<file path="src/sv/tgarle_pkg.sv">
// Shared types and constants of the TGA RLE pixel encoder.
// No dependencies; imported by every module of the block.
`timescale 1ns / 1ps

package tgarle_pkg;

   localparam int unsigned MAX_PACKET_DEF = 128;
   localparam int unsigned LANES          = 4;
   localparam int unsigned LANE_W         = 2;
   localparam int unsigned PIX_W          = 32;

   localparam logic [7:0] HDR_RAW    = 8'h00;
   localparam logic       REPEAT_BIT = 1'b1;

   typedef logic [PIX_W-1:0]            pixel_type;
   typedef logic [LANES-1:0][PIX_W-1:0] row_type;

   typedef enum logic [0:0] {
      CSR_COMPRESS_ENABLE = 1'b0,
      CSR_ALPHA_ENABLE    = 1'b1
   } csr_index_type;

   typedef struct packed {
      logic [7:0] red;
      logic [7:0] green;
      logic [7:0] blue;
      logic [7:0] alpha;
      logic       final_pixel;
   } req_type;

   typedef struct packed {
      logic       header_present;
      logic [7:0] header_byte;
      logic [2:0] pixel_count;
      pixel_type  pixel_word0;
      pixel_type  pixel_word1;
      pixel_type  pixel_word2;
      pixel_type  pixel_word3;
      logic       image_end;
   } rsp_type;

endpackage

</file>
<file path="src/sv/tga_rle_pixel_encoder_top.sv">
// Top level of the TGA RLE pixel encoder: packet sequencer, registers,
// output register. Uses tgarle_pkg and tgarle_raw_buf.
`timescale 1ns / 1ps

// TGA run-length encoder. Pixels come in on req_* in scan order; packets go
// out on rsp_* as items of up to four pixels. A repeat packet is one item
// (header 0x80 | count-1, one pixel). A raw packet starts with an item that
// carries its header (count-1) and continues with items of four pixels until
// the last, possibly shorter one. Packets hold at most MAX_PACKET pixels and run across
// rows; final_pixel closes the pending packet and marks the last item with
// image_end. With compress_enable low every pixel goes out as one item without
// header and the encoder state is left alone.
// Sequencing: a pixel that completes no packet, and a pass-through pixel,
// is taken in S_IDLE without leaving it, so such pixels stream at one per
// cycle. A pixel that breaks a run is accepted, then the packet it closes
// goes out, then S_START restarts the run with it. A repeat packet is one
// item, sent from S_REP. Each raw item reads one four-pixel row of the raw
// buffer (one read port, registered data) in S_RAW_RD before S_RAW_OUT
// presents it. A final pixel adds its closing packet: S_FINAL sends a
// repeat or one-pixel packet itself and hands a raw one on to the reads.
// The input stalls while an item waits in the output register for
// rsp_ready, and while the sequencer closes a packet or restarts a run.
// The raw buffer needs no clearing pass after reset: only entries already
// written are ever read.
// csr_ready is always high; write registers only while the block is idle.

module tga_rle_pixel_encoder_top #(
   parameter int unsigned MAX_PACKET = tgarle_pkg::MAX_PACKET_DEF
) (
   input  logic                       clock,
   input  logic                       reset,
   // pixel items
   input  logic                       req_valid,
   output logic                       req_ready,
   input  tgarle_pkg::req_type        req_data,
   // packet items
   output logic                       rsp_valid,
   input  logic                       rsp_ready,
   output tgarle_pkg::rsp_type        rsp_data,
   // register writes
   input  logic                       csr_valid,
   output logic                       csr_ready,
   input  tgarle_pkg::csr_index_type  csr_index,
   input  logic                       csr_wdata
);
   import tgarle_pkg::*;

   // buffer geometry
   localparam int unsigned CNT_W = $clog2(MAX_PACKET + 1);   // holds 0..MAX_PACKET
   localparam int unsigned ENT_W = $clog2(MAX_PACKET);       // entry index
   localparam int unsigned ROWS  = (MAX_PACKET + LANES - 1) / LANES;
   localparam int unsigned ROW_W = (ROWS > 1) ? $clog2(ROWS) : 1;
   localparam int unsigned REM_W = CNT_W + 3;

   typedef enum logic [1:0] {
      MODE_EMPTY = 2'd0,   // nothing held
      MODE_ONE   = 2'd1,   // one pixel held
      MODE_REP   = 2'd2,   // repeat run
      MODE_RAW   = 2'd3    // raw run
   } mode_type;

   typedef enum logic [2:0] {
      S_IDLE,      // take pixels
      S_REP,       // close a repeat run broken by the held pixel
      S_RAW_RD,    // read next row of the raw buffer
      S_RAW_OUT,   // present one raw item
      S_START,     // held pixel opens a new run
      S_FINAL      // close whatever is pending at image end
   } state_type;

   state_type         state_ff, state_in;
   mode_type          mode_ff, mode_in;
   pixel_type         prev_ff, prev_in;
   logic [CNT_W-1:0]  rep_cnt_ff, rep_cnt_in;
   logic [CNT_W-1:0]  raw_cnt_ff, raw_cnt_in;
   logic [CNT_W-1:0]  pos_ff, pos_in;
   pixel_type         pend_px_ff, pend_px_in;
   logic              pend_last_ff, pend_last_in;
   logic              final_ff, final_in;
   logic              compress_ff, compress_in;
   logic              alpha_ff, alpha_in;
   logic              rsp_valid_ff, rsp_valid_in;
   rsp_type           rsp_data_ff, rsp_data_in;

   // combinational helpers
   pixel_type         px;
   logic              out_free;
   logic              req_acc;
   logic              load_item;
   rsp_type           item;
   logic              wr_en;
   logic [ENT_W-1:0]  wr_idx;
   logic [ENT_W+1:0]  wr_idx_ext;
   pixel_type         wr_px;
   logic              rd_en;
   row_type           rd_row_data;
   logic [CNT_W-1:0]  rep_m1;
   logic [CNT_W-1:0]  raw_m1;
   logic [CNT_W-1:0]  rem;
   logic [REM_W-1:0]  rem_ext;
   logic [2:0]        n_pix;
   logic [CNT_W-1:0]  pos_next;
   logic [7:0]        hdr_rep;
   logic [7:0]        hdr_raw;

   // incoming pixel, packed b | g<<8 | r<<16 | a<<24
   assign px = {(alpha_ff ? req_data.alpha : 8'h00),
                req_data.red, req_data.green, req_data.blue};

   assign out_free  = !rsp_valid_ff || rsp_ready;
   assign req_ready = (state_ff == S_IDLE) && out_free;
   assign req_acc   = req_valid && req_ready;
   assign csr_ready = 1'b1;

   assign rep_m1  = rep_cnt_ff - CNT_W'(1);
   assign raw_m1  = raw_cnt_ff - CNT_W'(1);
   assign hdr_rep = {REPEAT_BIT, 7'(rep_m1)};
   assign hdr_raw = HDR_RAW | {1'b0, 7'(raw_m1)};

   // raw drain: pixels left and size of this item
   assign rem      = raw_cnt_ff - pos_ff;
   assign rem_ext  = REM_W'(rem);
   assign n_pix    = (rem_ext > REM_W'(LANES)) ? 3'(LANES) : 3'(rem);
   assign pos_next = pos_ff + CNT_W'(n_pix);

   assign wr_idx_ext = {2'b00, wr_idx};

   tgarle_raw_buf #(
      .ROWS  (ROWS),
      .ROW_W (ROW_W)
   ) u_raw_buf (
      .clock   (clock),
      .wr_en   (wr_en),
      .wr_row  (ROW_W'(wr_idx_ext >> LANE_W)),
      .wr_lane (wr_idx_ext[LANE_W-1:0]),
      .wr_data (wr_px),
      .rd_en   (rd_en),
      .rd_row  (ROW_W'(pos_ff >> LANE_W)),
      .rd_data (rd_row_data)
   );

   always_comb begin
      state_in     = state_ff;
      mode_in      = mode_ff;
      prev_in      = prev_ff;
      rep_cnt_in   = rep_cnt_ff;
      raw_cnt_in   = raw_cnt_ff;
      pos_in       = pos_ff;
      pend_px_in   = pend_px_ff;
      pend_last_in = pend_last_ff;
      final_in     = final_ff;
      wr_en        = 1'b0;
      wr_idx       = ENT_W'(raw_cnt_ff);
      wr_px        = px;
      rd_en        = 1'b0;
      load_item    = 1'b0;
      item         = '0;

      case (state_ff)
         S_IDLE: begin
            if (req_acc) begin
               if (!compress_ff) begin
                  load_item          = 1'b1;
                  item.pixel_count   = 3'd1;
                  item.pixel_word0   = px;
                  item.image_end     = req_data.final_pixel;
               end else begin
                  pend_px_in   = px;
                  pend_last_in = req_data.final_pixel;
                  if (req_data.final_pixel) begin
                     state_in = S_FINAL;
                  end
                  case (mode_ff)
                     MODE_EMPTY: begin
                        wr_en      = 1'b1;
                        wr_idx     = '0;
                        prev_in    = px;
                        mode_in    = MODE_ONE;
                        raw_cnt_in = CNT_W'(1);
                        rep_cnt_in = '0;
                     end
                     MODE_ONE: begin
                        if (px == prev_ff) begin
                           mode_in    = MODE_REP;
                           rep_cnt_in = CNT_W'(2);
                        end else begin
                           wr_en      = 1'b1;
                           wr_idx     = ENT_W'(1);
                           prev_in    = px;
                           mode_in    = MODE_RAW;
                           raw_cnt_in = CNT_W'(2);
                        end
                     end
                     MODE_REP: begin
                        if (px == prev_ff && rep_cnt_ff < CNT_W'(MAX_PACKET)) begin
                           rep_cnt_in = rep_cnt_ff + CNT_W'(1);
                        end else begin
                           state_in = S_REP;
                        end
                     end
                     default: begin
                        if (px != prev_ff && raw_cnt_ff < CNT_W'(MAX_PACKET)) begin
                           wr_en      = 1'b1;
                           prev_in    = px;
                           raw_cnt_in = raw_cnt_ff + CNT_W'(1);
                        end else begin
                           pos_in   = '0;
                           final_in = 1'b0;
                           state_in = S_RAW_RD;
                        end
                     end
                  endcase
               end
            end
         end

         S_REP: begin
            if (out_free) begin
               load_item           = 1'b1;
               item.header_present = 1'b1;
               item.header_byte    = hdr_rep;
               item.pixel_count    = 3'd1;
               item.pixel_word0    = prev_ff;
               state_in            = S_START;
            end
         end

         S_START: begin
            wr_en      = 1'b1;
            wr_idx     = '0;
            wr_px      = pend_px_ff;
            prev_in    = pend_px_ff;
            mode_in    = MODE_ONE;
            raw_cnt_in = CNT_W'(1);
            rep_cnt_in = '0;
            state_in   = pend_last_ff ? S_FINAL : S_IDLE;
         end

         S_FINAL: begin
            case (mode_ff)
               MODE_REP: begin
                  if (out_free) begin
                     load_item           = 1'b1;
                     item.header_present = 1'b1;
                     item.header_byte    = hdr_rep;
                     item.pixel_count    = 3'd1;
                     item.pixel_word0    = prev_ff;
                     item.image_end      = 1'b1;
                     mode_in             = MODE_EMPTY;
                     raw_cnt_in          = '0;
                     rep_cnt_in          = '0;
                     state_in            = S_IDLE;
                  end
               end
               MODE_ONE: begin
                  // single held pixel: raw packet of one, no buffer read
                  if (out_free) begin
                     load_item           = 1'b1;
                     item.header_present = 1'b1;
                     item.header_byte    = HDR_RAW;
                     item.pixel_count    = 3'd1;
                     item.pixel_word0    = prev_ff;
                     item.image_end      = 1'b1;
                     mode_in             = MODE_EMPTY;
                     raw_cnt_in          = '0;
                     rep_cnt_in          = '0;
                     state_in            = S_IDLE;
                  end
               end
               MODE_RAW: begin
                  pos_in   = '0;
                  final_in = 1'b1;
                  state_in = S_RAW_RD;
               end
               default: begin
                  state_in = S_IDLE;
               end
            endcase
         end

         S_RAW_RD: begin
            rd_en    = 1'b1;
            state_in = S_RAW_OUT;
         end

         S_RAW_OUT: begin
            if (out_free) begin
               load_item           = 1'b1;
               item.header_present = (pos_ff == '0);
               item.header_byte    = (pos_ff == '0) ? hdr_raw : 8'h00;
               item.pixel_count    = n_pix;
               item.pixel_word0    = rd_row_data[0];
               item.pixel_word1    = (n_pix > 3'd1) ? rd_row_data[1] : '0;
               item.pixel_word2    = (n_pix > 3'd2) ? rd_row_data[2] : '0;
               item.pixel_word3    = (n_pix > 3'd3) ? rd_row_data[3] : '0;
               pos_in              = pos_next;
               if (pos_next >= raw_cnt_ff) begin
                  if (final_ff) begin
                     item.image_end = 1'b1;
                     mode_in        = MODE_EMPTY;
                     raw_cnt_in     = '0;
                     rep_cnt_in     = '0;
                     state_in       = S_IDLE;
                  end else begin
                     state_in = S_START;
                  end
               end else begin
                  state_in = S_RAW_RD;
               end
            end
         end

         default: begin
            state_in = S_IDLE;
         end
      endcase
   end

   // output register
   always_comb begin
      rsp_valid_in = rsp_valid_ff;
      rsp_data_in  = rsp_data_ff;
      if (load_item) begin
         rsp_valid_in = 1'b1;
         rsp_data_in  = item;
      end else if (rsp_ready) begin
         rsp_valid_in = 1'b0;
      end
   end

   // register writes
   always_comb begin
      compress_in = compress_ff;
      alpha_in    = alpha_ff;
      if (csr_valid && csr_ready) begin
         case (csr_index)
            CSR_COMPRESS_ENABLE: compress_in = csr_wdata;
            CSR_ALPHA_ENABLE:    alpha_in    = csr_wdata;
            default: begin
               compress_in = compress_ff;
            end
         endcase
      end
   end

   always_ff @(posedge clock) begin
      if (reset) begin
         state_ff     <= S_IDLE;
         mode_ff      <= MODE_EMPTY;
         prev_ff      <= '0;
         rep_cnt_ff   <= '0;
         raw_cnt_ff   <= '0;
         pos_ff       <= '0;
         pend_last_ff <= 1'b0;
         final_ff     <= 1'b0;
         compress_ff  <= 1'b1;
         alpha_ff     <= 1'b0;
         rsp_valid_ff <= 1'b0;
      end else begin
         state_ff     <= state_in;
         mode_ff      <= mode_in;
         prev_ff      <= prev_in;
         rep_cnt_ff   <= rep_cnt_in;
         raw_cnt_ff   <= raw_cnt_in;
         pos_ff       <= pos_in;
         pend_last_ff <= pend_last_in;
         final_ff     <= final_in;
         compress_ff  <= compress_in;
         alpha_ff     <= alpha_in;
         rsp_valid_ff <= rsp_valid_in;
      end
      pend_px_ff  <= pend_px_in;
      rsp_data_ff <= rsp_data_in;
   end

   assign rsp_valid = rsp_valid_ff;
   assign rsp_data  = rsp_data_ff;

endmodule

</file>
<file path="src/sv/tgarle_raw_buf.sv">
// Raw pixel buffer: rows of four pixels, one lane written per cycle,
// one row read per cycle with registered data. Uses tgarle_pkg.
`timescale 1ns / 1ps

module tgarle_raw_buf #(
   parameter int unsigned ROWS  = 32,
   parameter int unsigned ROW_W = 5
) (
   input  logic                            clock,
   input  logic                            wr_en,
   input  logic [ROW_W-1:0]                wr_row,
   input  logic [tgarle_pkg::LANE_W-1:0]   wr_lane,
   input  tgarle_pkg::pixel_type           wr_data,
   input  logic                            rd_en,
   input  logic [ROW_W-1:0]                rd_row,
   output tgarle_pkg::row_type             rd_data
);
   import tgarle_pkg::*;

   row_type mem [ROWS];
   row_type rd_data_ff;

   always_ff @(posedge clock) begin
      if (wr_en) begin
         mem[wr_row][wr_lane] <= wr_data;
      end
      if (rd_en) begin
         rd_data_ff <= mem[rd_row];
      end
   end

   assign rd_data = rd_data_ff;

endmodule

</file>
<file path="config.mk">
export PLATFORM = sky130hd
export DESIGN_NAME = tga_rle_pixel_encoder_top
export DESIGN_NICKNAME = d
export VERILOG_FILES = /design/src/sv/tgarle_pkg.sv /design/src/sv/tga_rle_pixel_encoder_top.sv /design/src/sv/tgarle_raw_buf.sv
export SDC_FILE = /design/constraint.sdc
export NUM_CORES = 2
export LEC_CHECK = 0
export BUFFER_PORTS_ARGS = -buffer_cell sky130_fd_sc_hd__buf_2
export CAP_MARGIN = 20
export CORE_UTILIZATION = 41
export DETAILED_ROUTE_END_ITERATION = 12
export PLACE_DENSITY = 0.61
export SYNTH_ARGS = -nofsm -noshare
export SYNTH_HDL_FRONTEND = slang
export SYNTH_SLANG_ARGS = --single-unit
</file>
<file path="constraint.sdc">
create_clock -name clock -period 20.4 [get_ports clock]
set_input_delay 4.08 -clock clock [delete_from_list [all_inputs] [get_ports clock]]
set_output_delay 4.08 -clock clock [all_outputs]
set_load 0.005 [all_outputs]
</file>
==> qor.csv <==
metric,value,unit
status,"complete, no violations",
cts_buffers,442,
tightest_slew,1300,ps
grt_max_degree,163,
chipWidth,647,um
cts_hold_buf,0,
final-hold-violation-count,0,
r2r_cells,20,
placementRows,236,
required,16320,ps
fin_tns_setup,0,ps
clock_sinks,4463,
initial_core_util,41.3,%
critical_path_class,in -> out,
drtIter0Drc,12200,
crit_family,simple AND/OR/NAND/NOR gates,
hold_path.class,reg -> reg,
avgSynthCellArea,23.0,um2
yosysTopAreaCellShare,77.4,%
clk_latency,980,ps
crit_buf_inv,2,
post_cts_buffers,0,
synth_area_leader_cell,edfxtp_1,
crit_fanout,6,
r2r_end,rep_cnt_ff[0],
cp_cell_sequence,"buf_2, nor2b_1, nor2_1, buf_2",
grt_usage,21.2,%
slowest_stage,nor2b_1,
wl_per_cell,32.5,um
drt-vias-per-instance,5.89,
portBuffers,182,
finClkSkew,51.7,ps
synth_area_leaders,"edfxtp_1, mux4_2, nand2_1",
end_kind,output pin,
leakage,60.0,nW
fin_nets,7985,
holdPathEnd,pend_last_ff,
cts_root_buffer,clkbuf_16,
ff2ff_setup_slack,13710,ps
core_area,0.414,mm2
first_global_vias,79700,
fill_cells,33200,
grt-ovfl-total,0,
hpwl,271000,um
ys_seq_elements,4463,
maxSlewHeadroom,13.5,%
synthArstFlopShare,0,%
htreeDepth,5,
setup_viol,0,
ys.flop_type,edfxtp_1,
cp_slowest_stage_delay,810,ps
synth-warning-count,0,
crit_top_cell,buf_2,
first_pass_iters,7,
clkTransAtPathRegs,60,ps
startpoint,rsp_ready,
max_freq,0.105,GHz
yosysSeqAreaShare,78.1,%
crit_path_start_kind,input port,
fin_crit_sh,46.6,%
vias,81200,
layout_min_cycle_time,9510,ps
die_h,647,um
cts.repair.resized,0,
irDropWorstVdd,98.9,uV
area_growth,14.3,%
die_area,0.419,mm2
arrival,5430,ps
grt_pass1_wl,626000,um
power,21.5,mW
r2r_start,pos_ff[3],
syn_nets,7485,
netlist_area,0.171,mm2
synth_edf_count,4397,
hp-start,pend_last_ff,
cts_buffer_depth,4,
netlist_instances,7417,
antenna_found_initial,43,
min_path_cells,2,
drv_slew,0,
grt_setup_unrepaired,no,
drv_cap,0,
tritoncts,done,
power_density,110,mW/mm2
ant_nets,0,
synth.distinct_cells,71,
drive_gt1_share,31.3,%
place_congestion,0.848,
io_pins,184,
drc,0,
wl,449000,um
==> flip-flops by register name, indices dropped and copies added (netlist names) <==
register,cells
u_raw_buf.mem,4096
rsp_data,141
u_raw_buf.rd_data,128
pend_px_ff,32
prev_ff,32
pos_ff,8
raw_cnt_ff,8
rep_cnt_ff,8
state_ff,3
mode_ff,2
alpha_ff,1
compress_ff,1
final_ff,1
pend_last_ff,1
rsp_valid,1
==> metrics by stage <==
stage	hold WS (ps)	utilization (%)	std cells	instance area (um2)	setup slack, ps
finish	504	47.2	13800	195000	10890
global route	517	47.1	13800	195000	10910
CTS	489	47.1	13800	195000	10920
detailed placement	482	43.6	12900	180000	10920
global placement	486	43.5	12900	180000	10920
floorplan	450	-	7417	171000	5550
==> worst max path at each step <==
stage | to | slack (ps) | depth (start not counted)
floorplan | rsp_data[0] | 5550 | 2
global placement | req_ready | 10920 | 4
detailed placement | req_ready | 10920 | 4
CTS | req_ready | 10920 | 4
global route | req_ready | 10910 | 4
finish | req_ready | 10890 | 4
==> cells in the final DEF, fill, tap and decap left out, types with 9 or more instances in the layout <==
cell type / count
edfxtp_1: 4397
mux4_2: 1280
clkbuf_16: 449
nand2_1: 442
buf_4: 248
buf_2: 182
nor3_2: 113
clkinv_2: 106
clkinv_1: 92
nor2_1: 79
clkbuf_1: 75
and2_1: 66
dfxtp_1: 62
inv_1: 60
bufinv_16: 54
and3_1: 40
a21oi_1: 37
mux2i_1: 36
o21ai_0: 33
xnor2_1: 31
nor3_1: 30
diode_2: 27
nand3_1: 27
ha_1: 26
mux2_4: 24
a222oi_1: 24
nor2_4: 21
xor2_1: 17
clkinvlp_4: 14
o22ai_1: 12
buf_16: 11
buf_12: 11
o21ai_4: 9
clkbuf_8: 9
==> synthesized netlist by cell type, drive strengths merged, types with 3 or more instances <==
master	number
a211oi	6
a21o	3
a21oi	40
a221o	8
a221oi	3
a222oi	24
a22oi	6
a311oi	5
a31oi	8
and2	66
and3	40
buf	146
clkbuf	255
dfxtp	66
edfxtp	4397
ha	26
inv	63
mux2	24
mux2i	36
mux4	1280
nand2	444
nand2b	8
nand3	28
nand3b	5
nand4	9
nand4b	3
nor2	101
nor2b	8
nor3	143
nor4	6
o211ai	6
o21a	5
o21ai	45
o221ai	3
o22ai	13
o31ai	4
or2	4
or3	5
or3b	4
xnor2	31
xor2	17
==> metal layers <==
metal,vias to the layer above,part of all wire (%),global-route usage (%)
li1,32400,-,-
met2,4303,46,32.0
met3,562,9.4,3.60
met4,2,2.4,5.06
met1,44000,42,32.2
met5,-,0.0029,0
==> worst register-to-register path, stage by stage (launching register included) <==
cell and delay [ps]:
dfxtp_4 1040, inv_1 220, ha_1 490, o21ai_0 140, a21oi_1 250, o22ai_2 130, xnor2_1 170, or4b_4 850
ha_1 490, nand2_1 70, o41a_1 450, nor2_1 180, xor2_1 170, ha_1 240, o21ai_0 70, nand2b_1 90
and4_1 250, o21a_1 250, o221ai_1 630, mux2i_1 280, nor2_1 60
==> cells by family (layout without fill, tap and decap cells) <==
logic type	count (synthesis)	count (layout)	synth area share [%]
xor+xnor	48	48	0.246
buf+inv	464	1345	1.04
other cells	1	28	0.00220
simple gates	880	880	2.33
fa+ha+maj	28	28	0.214
mux	1340	1340	17.3
flops	4463	4463	78.1
compound gates	193	193	0.792
==> cell type report <==
type	instances	area, um2	share of cell area (%)
flip-flops and latches	4463	133000	68.4
multi-input cells	2490	36600	18.8
clock buffers	533	11600	5.97
well taps	5474	6850	3.51
repair buffers	457	3350	1.72
clock inverters	292	2960	1.52
inverters	63	249	0.128
diodes	27	67.6	0.0346
==> where the power goes <==
part / internal, mW / total, mW / switching (mW)
clock network: 4.75 / 8.20 / 3.45
registers: 11.0 / 11.1 / 0.0963
logic: 0.400 / 2.22 / 1.82
Note: power is estimated with default switching activity, not from simulation.
